File: src/hw/rtl/windowed_average_and_trend_macros.svh
// assertion macros shared by the windowed average and trend rtl
// expects clk and rst_n in the scope where a macro is used
`ifndef WINDOWED_AVERAGE_AND_TREND_MACROS_SVH
`define WINDOWED_AVERAGE_AND_TREND_MACROS_SVH

// same-cycle implication, disabled in reset
`define WAT_ASSERT_NOW(label, ante, cons, msg) \
    label: assert property (@(posedge clk) disable iff (!rst_n) (ante) |-> (cons)) \
        else $error(msg);

// next-cycle implication, disabled in reset
`define WAT_ASSERT_NEXT(label, ante, cons, msg) \
    label: assert property (@(posedge clk) disable iff (!rst_n) (ante) |=> (cons)) \
        else $error(msg);

`endif

File: src/hw/rtl/wat_pkg.sv
// shared types and constants for the windowed average and trend block
// no dependencies
`default_nettype none

package wat_pkg;

    localparam int SAMPLE_W = 32;
    localparam int MEAN_W   = 32;
    localparam int TREND_W  = 33;

    // divider status toward the sequencer
    typedef struct packed {
        logic busy;
        logic done;
    } div_stat_t;

    typedef enum logic [5:0] {
        S_IDLE  = 6'b000001,
        S_WALK  = 6'b000010,
        S_MEAN  = 6'b000100,
        S_NEWER = 6'b001000,
        S_OLDER = 6'b010000,
        S_OUT   = 6'b100000
    } wat_state_t;

endpackage

`default_nettype wire

File: src/hw/rtl/wat_divider.sv
// serial signed divider, one quotient bit per cycle, truncates toward zero
// depends on wat_pkg and windowed_average_and_trend_macros.svh
`default_nettype none
`include "windowed_average_and_trend_macros.svh"

module wat_divider #(
    parameter int NUM_W = 37,
    parameter int DEN_W = 5
) (
    input  logic                    clk,
    input  logic                    rst_n,
    input  logic                    start,
    input  logic signed [NUM_W-1:0] dividend,
    input  logic        [DEN_W-1:0] divisor,
    output logic signed [NUM_W-1:0] quotient,
    output wat_pkg::div_stat_t      stat
);
    import wat_pkg::*;

    localparam int STEP_W = (NUM_W > 1) ? $clog2(NUM_W) : 1;

    logic              busy_reg;
    logic              done_reg;
    logic [STEP_W-1:0] step_reg;
    logic [NUM_W-1:0]  dq_reg;
    logic [DEN_W-1:0]  rem_reg;
    logic [DEN_W-1:0]  den_reg;
    logic              neg_reg;

    logic [DEN_W:0]    shifted;
    logic [DEN_W:0]    diff;
    logic              ge;

    assign shifted = {rem_reg, dq_reg[NUM_W-1]};
    assign diff    = shifted - {1'b0, den_reg};
    assign ge      = (shifted >= {1'b0, den_reg});

    always_ff @(posedge clk or negedge rst_n)
    begin
        if (!rst_n)
        begin
            busy_reg <= 1'b0;
            done_reg <= 1'b0;
            step_reg <= '0;
        end
        else
        begin
            done_reg <= 1'b0;
            if (start)
            begin
                busy_reg <= 1'b1;
                step_reg <= '0;
            end
            else if (busy_reg)
            begin
                step_reg <= step_reg + 1'b1;
                if (step_reg == STEP_W'(NUM_W - 1))
                begin
                    busy_reg <= 1'b0;
                    done_reg <= 1'b1;
                end
            end
        end
    end

    always_ff @(posedge clk)
    begin
        if (start)
        begin
            neg_reg <= dividend[NUM_W-1];
            dq_reg  <= dividend[NUM_W-1] ? (~dividend + 1'b1) : dividend;
            rem_reg <= '0;
            den_reg <= divisor;
        end
        else if (busy_reg)
        begin
            rem_reg <= ge ? diff[DEN_W-1:0] : shifted[DEN_W-1:0];
            dq_reg  <= {dq_reg[NUM_W-2:0], ge};
        end
    end

    assign quotient  = neg_reg ? (~dq_reg + 1'b1) : dq_reg;
    assign stat.busy = busy_reg;
    assign stat.done = done_reg;

    `WAT_ASSERT_NOW(a_no_restart, start, !busy_reg, "divider started while busy")
    `WAT_ASSERT_NOW(a_done_idle, done_reg, !busy_reg, "divider done while busy")
    `WAT_ASSERT_NOW(a_rem_bound, busy_reg && !start, rem_reg < den_reg,
        "divider remainder not below divisor")

endmodule

`default_nettype wire

File: src/hw/rtl/windowed_average_and_trend.sv
// Running mean and trend over the last WINDOW_DEPTH signed 32-bit samples. Each
// accepted word is written into an on-chip ring, then the ring is walked newest
// first, one entry per cycle through its registered read port, and the quotients
// total/count, newer half/size and older half/size (the halves only with two or
// more words stored) go one after another through a shared bit-serial divider
// that spends one cycle per dividend bit. sample_ready is low from acceptance
// until the result is loaded into the output register. The result sits there,
// so the next word is taken while it waits. No clearing pass after reset.
// depends on wat_pkg, wat_divider and windowed_average_and_trend_macros.svh
`default_nettype none
`include "windowed_average_and_trend_macros.svh"

module windowed_average_and_trend #(
    parameter int WINDOW_DEPTH = 16
) (
    input  logic               clk,
    input  logic               rst_n,
    input  logic               sample_valid,
    output logic               sample_ready,
    input  logic signed [31:0] sample,
    output logic               result_valid,
    input  logic               result_ready,
    output logic signed [31:0] window_mean,
    output logic signed [32:0] window_trend
);
    import wat_pkg::*;

    localparam int AW = (WINDOW_DEPTH > 1) ? $clog2(WINDOW_DEPTH) : 1;
    localparam int CW = $clog2(WINDOW_DEPTH + 1);
    localparam int SW = SAMPLE_W + 1 + AW;

    logic signed [SAMPLE_W-1:0] ring_mem [WINDOW_DEPTH];

    wat_state_t                 state_reg;
    wat_state_t                 state_next;
    logic [AW-1:0]              wp_reg;
    logic [CW-1:0]              cnt_reg;
    logic [AW-1:0]              rd_ptr_reg;
    logic [CW-1:0]              k_reg;
    logic                       pend_reg;
    logic                       pend_newer_reg;
    logic signed [SAMPLE_W-1:0] rdata_reg;
    logic signed [SW-1:0]       total_reg;
    logic signed [SW-1:0]       newer_reg;
    logic                       launched_reg;
    logic signed [MEAN_W-1:0]   mean_q_reg;
    logic signed [MEAN_W-1:0]   newer_q_reg;
    logic signed [MEAN_W-1:0]   older_q_reg;
    logic                       result_valid_reg;
    logic signed [MEAN_W-1:0]   window_mean_reg;
    logic signed [TREND_W-1:0]  window_trend_reg;

    logic                       accept;
    logic                       issue;
    logic [CW-1:0]              newer_n;
    logic [CW-1:0]              older_n;
    logic signed [SW-1:0]       rdata_ext;
    logic                       div_go;
    logic                       div_start;
    logic signed [SW-1:0]       div_num;
    logic [CW-1:0]              div_den;
    logic signed [SW-1:0]       div_quot;
    div_stat_t                  div_stat;
    logic                       out_load;
    logic signed [TREND_W-1:0]  trend_val;

    assign accept    = sample_valid && sample_ready;
    assign newer_n   = cnt_reg >> 1;
    assign older_n   = cnt_reg - newer_n;
    assign issue     = (state_reg == S_WALK) && (k_reg < cnt_reg);
    assign rdata_ext = {{(SW - SAMPLE_W){rdata_reg[SAMPLE_W-1]}}, rdata_reg};
    assign out_load  = (state_reg == S_OUT) && (!result_valid_reg || result_ready);
    assign trend_val = (cnt_reg < CW'(2)) ? '0 :
        ({newer_q_reg[MEAN_W-1], newer_q_reg} - {older_q_reg[MEAN_W-1], older_q_reg});

    always_comb
    begin
        div_go  = state_reg inside {S_MEAN, S_NEWER, S_OLDER};
        div_num = total_reg;
        div_den = cnt_reg;
        case (state_reg)
            S_NEWER:
            begin
                div_num = newer_reg;
                div_den = newer_n;
            end
            S_OLDER:
            begin
                div_num = total_reg - newer_reg;
                div_den = older_n;
            end
            default:
            begin
                div_num = total_reg;
                div_den = cnt_reg;
            end
        endcase
    end

    assign div_start = div_go && !launched_reg;

    wat_divider #(
        .NUM_W (SW),
        .DEN_W (CW)
    ) u_div (
        .clk      (clk),
        .rst_n    (rst_n),
        .start    (div_start),
        .dividend (div_num),
        .divisor  (div_den),
        .quotient (div_quot),
        .stat     (div_stat)
    );

    always_comb
    begin
        state_next = state_reg;
        case (state_reg)
            S_IDLE:
            begin
                if (accept)
                    state_next = S_WALK;
            end
            S_WALK:
            begin
                if (!issue && !pend_reg)
                    state_next = S_MEAN;
            end
            S_MEAN:
            begin
                if (div_stat.done)
                    state_next = (cnt_reg < CW'(2)) ? S_OUT : S_NEWER;
            end
            S_NEWER:
            begin
                if (div_stat.done)
                    state_next = S_OLDER;
            end
            S_OLDER:
            begin
                if (div_stat.done)
                    state_next = S_OUT;
            end
            S_OUT:
            begin
                if (out_load)
                    state_next = S_IDLE;
            end
            default:
            begin
                state_next = S_IDLE;
            end
        endcase
    end

    // ring storage, registered read port
    always_ff @(posedge clk)
    begin
        if (accept)
            ring_mem[wp_reg] <= sample;
        rdata_reg <= ring_mem[rd_ptr_reg];
    end

    always_ff @(posedge clk or negedge rst_n)
    begin
        if (!rst_n)
        begin
            state_reg        <= S_IDLE;
            wp_reg           <= '0;
            cnt_reg          <= '0;
            k_reg            <= '0;
            pend_reg         <= 1'b0;
            launched_reg     <= 1'b0;
            result_valid_reg <= 1'b0;
        end
        else
        begin
            state_reg <= state_next;
            pend_reg  <= issue;
            if (accept)
            begin
                wp_reg  <= (wp_reg == AW'(WINDOW_DEPTH - 1)) ? '0 : wp_reg + 1'b1;
                cnt_reg <= (cnt_reg == CW'(WINDOW_DEPTH)) ? cnt_reg : cnt_reg + 1'b1;
                k_reg   <= '0;
            end
            else if (issue)
            begin
                k_reg <= k_reg + 1'b1;
            end
            if (div_start)
                launched_reg <= 1'b1;
            else if (div_stat.done)
                launched_reg <= 1'b0;
            if (out_load)
                result_valid_reg <= 1'b1;
            else if (result_ready)
                result_valid_reg <= 1'b0;
        end
    end

    always_ff @(posedge clk)
    begin
        if (accept)
        begin
            rd_ptr_reg <= wp_reg;
            total_reg  <= '0;
            newer_reg  <= '0;
        end
        else
        begin
            if (issue)
            begin
                rd_ptr_reg     <= (rd_ptr_reg == '0) ? AW'(WINDOW_DEPTH - 1)
                                                     : rd_ptr_reg - 1'b1;
                pend_newer_reg <= (k_reg < newer_n);
            end
            if (pend_reg)
            begin
                total_reg <= total_reg + rdata_ext;
                if (pend_newer_reg)
                    newer_reg <= newer_reg + rdata_ext;
            end
        end
        if (div_stat.done)
        begin
            if (state_reg == S_MEAN)
                mean_q_reg <= div_quot[MEAN_W-1:0];
            if (state_reg == S_NEWER)
                newer_q_reg <= div_quot[MEAN_W-1:0];
            if (state_reg == S_OLDER)
                older_q_reg <= div_quot[MEAN_W-1:0];
        end
        if (out_load)
        begin
            window_mean_reg  <= mean_q_reg;
            window_trend_reg <= trend_val;
        end
    end

    assign sample_ready = (state_reg == S_IDLE);
    assign result_valid = result_valid_reg;
    assign window_mean  = window_mean_reg;
    assign window_trend = window_trend_reg;

    `WAT_ASSERT_NOW(a_count_bound, 1'b1, cnt_reg <= CW'(WINDOW_DEPTH),
        "stored count above window depth")
    `WAT_ASSERT_NEXT(a_accept_walk, accept, state_reg == S_WALK,
        "accepted word did not start the walk")
    `WAT_ASSERT_NOW(a_div_free, div_start, !div_stat.busy,
        "divider launched while busy")
    `WAT_ASSERT_NOW(a_walk_ptr, state_reg == S_WALK, k_reg <= cnt_reg,
        "walk ran past the stored count")

endmodule

`default_nettype wire

File: config.mk
export PLATFORM = sky130hd
export DESIGN_NAME = windowed_average_and_trend
export DESIGN_NICKNAME = d
export VERILOG_FILES = /design/src/hw/rtl/wat_pkg.sv /design/src/hw/rtl/wat_divider.sv /design/src/hw/rtl/windowed_average_and_trend.sv
export VERILOG_INCLUDE_DIRS = /design/src /design/src/hw/rtl
export SDC_FILE = /design/constraint.sdc
export NUM_CORES = 1
export LEC_CHECK = 0
export BUFFER_PORTS_ARGS = -buffer_cell sky130_fd_sc_hd__clkbuf_2
export CORE_MARGIN = 2
export CORE_UTILIZATION = 40
export CTS_CLUSTER_DIAMETER = 200
export DETAILED_ROUTE_END_ITERATION = 7
export SYNTH_ARGS = -nofsm -noshare
export SYNTH_HDL_FRONTEND = slang
export SYNTH_SLANG_ARGS = --single-unit
File: constraint.sdc
create_clock -name clk -period 5.8 [get_ports clk]
set_clock_uncertainty 0.15 [all_clocks]
set_input_delay 0.58 -clock clk [delete_from_list [all_inputs] [get_ports clk]]
set_output_delay 0.58 -clock clk [all_outputs]
set_load 0.01 [all_outputs]
==> out/results.tsv <==
metric	value	unit
status	finished clean	
P_leak	17.0	nW
mean area per synthesized cell	13.4	um2
CP arrival	5.05	ns
Inserted Diodes	0	
Seq/Total Area, Yosys	59.2	%
most common library cell in the layout ignoring fill and taps	edfxtp_1	
fin. max-slew vios	0	
drt drc	0	
min Tclk post-route	4.80	ns
global-route usage over all layers	17.2	%
Mapped Cells	3121	
Synth top area share	52.0	%
hold_buf cts	1	
Final Non-Filler Cells	4691	
Worst VDD drop	0.000400	V
#FFs+latches synth	863	
synth warn	0	
nets	3451	
Max Cap Violations	0	
CTS Buf Count	90	
Synth Flop Type	edfxtp_1	
Area Overhead vs Synth	12.2	%
TNS Setup	0	ns
CTS resizes	0	
core area	0.103	mm2
Sink Count	863	
detailed-route via count	25215	
IO Port Bufs	102	
height of the die	327	um
Final Setup Violations	0	
DP HPWL	60200	um
Clk pin slew, worst setup/hold paths	0.06	ns
Crit. End Element	register	
number of synthesized flops with an enable pin	721	
grt peak-use layer	met2	
Slew HR	20.2	%
critical path class	reg2reg	
syn nets	3337	
total power	0.0259	W
pre-CTS setup slack	0.965	ns
placed cell count	4522	
CTS tree	built	
grt met3 use	2.51	%
PD cells	554	mW/mm2
fmax	208	MHz
GRT Residual Overflow	0	
Pre-antenna DRT Iters	5	
worst-margin pin slew	1.19	ns
worst-skew pair later-pin latency	0.69	ns
Routed Antenna Nets	0	
clk buf depth	3	
area leader, netlist	edfxtp_1	
via/cell ratio	5.38	
final estimated routing congestion in global placement	0.851	
die width	327	um
H-tree Lvls	3	
Mapped Area	0.0417	mm2
Site Rows	118	
dominant cells by area after synthesis	edfxtp_1 52%, mux4_2 8.6%, dfxtp_1 5.3%	
first-pass GRT wire length	144000	um
largest net degree at the start of global routing	131	
max reg flops	512	
met2 Usage GRT	28.8	%
Critical Path RT	6.05	ns
postcts setup bufs	0	
worst hold path type	in2reg	
initial antenna violation count	3	
final hold vios	0	
Synth async-reset ratio	3.59	%
Die Area	0.107	mm2
crit-path max FO	19	
worst path setup slack after routing	1.00	ns
GRT met1 Usage	23.2	%
Unique masters post-synth	96	
root buf cell	clkbuf_16	
crit start category	register	
most frequent cells in the layout	721 x edfxtp_1, 235 x nand2_1, 206 x nor2_1, 179 x a21oi_1, 174 x ha_1	
initial DRC count	1879	
vias in the first global route	24635	
Post-Route WL	92100	um
Starting Density	40.3	%
unrepaired setup endpoints after global routing	false	
largest register by flop count	ring_mem	
Ports	103	
period utilization	82.7	%
drt wl/cell	19.6	um
layout cell share with drive strength beyond 1	14.8	%
[cell families (layout without fill, tap and decap cells)]
group / after synthesis / in the layout / share of synthesized area (%)
buf+inv: 264 / 454 / 2.76
compound gates: 681 / 681 / 10.5
simple gates: 761 / 761 / 8.80
flops: 863 / 863 / 59.2
mux: 202 / 202 / 9.67
xor+xnor: 170 / 170 / 3.57
fa+ha+maj: 180 / 180 / 5.51
[metal layers]
metal	part of all wire (%)	up-vias
met4	2.8	4
met1	44	12283
met3	4.9	147
li1	-	12199
met5	0.026	-
met2	48	582
[worst max-delay path, stage by stage, from the launching register on]
cell and delay [ns]:
dfxtp_1 0.40, inv_1 0.06, ha_1 0.22, fa_1 0.42, nor2b_1 0.27, o31ai_1 0.17
a211oi_2 0.39, o21bai_1 0.22, a211oi_2 0.42, o211ai_1 0.17, a31oi_1 0.20, a21oi_1 0.09
o41ai_4 0.65, inv_4 0.21, o21ai_1 0.16, xnor2_1 0.09, mux2_2 0.26
[path summary, 6_finish.rpt]
path                           startpoint                to  slack, ns  cells after the start
max                          total_reg[0]  u_div.dq_reg[22]       1.00                     16
min                             sample[5]   ring_mem[10][5]       0.13                      1
max reg2reg                  total_reg[0]  u_div.dq_reg[22]       1.00                     16
min reg2reg                mean_q_reg[23]   window_mean[23]       0.27                      0
max in group asynchronous           rst_n          pend_reg       4.47                      2
min in group asynchronous           rst_n         wp_reg[2]       0.42                      2
[cells in the mapped netlist (20+ instances only)]
library cell / number
edfxtp_1: 721
nand2_1: 235
nor2_1: 206
a21oi_1: 179
ha_1: 174
mux4_2: 160
o21ai_0: 147
inv_1: 139
xnor2_1: 119
dfxtp_1: 111
clkbuf_1: 76
a21o_1: 71
nor3_1: 55
nand3_1: 51
xor2_1: 51
mux2i_1: 39
o21a_1: 36
a211oi_1: 31
dfrtp_1: 30
and3_1: 29
nand4_1: 29
nand2b_1: 27
and2_1: 25
nor2b_1: 22
o21ai_1: 20
[layout make-up]
class                      count  area (um2)
tap                         1380        1730
sequential                   863       24700
inverter                     141         532
timing repair buffer         145         861
fill                        9355       56600
multi-input combinational   1994       15900
clock buffer                 125        2500
clock inverter                43         562
[where the power goes]
part           switching (W)  leakage [nW]  total [W]  internal, W
Clock                0.00244          1.48    0.00585      0.00341
Combinational        0.00659          7.71     0.0114      0.00485
Sequential          0.000831          7.83    0.00859      0.00776
[through the flow]
stage          area (um2)  hold WS [ns]  util (%)
6_report            46700         0.130      45.2
5_1_grt             46700         0.149      45.2
4_1_cts             46700        0.0908      45.2
3_5_place_dp        43700         0.255      42.3
3_3_place_gp        43700         0.256      42.3
2_1_floorplan       41700         0.134         -
Power figures use the tool's default switching activity.
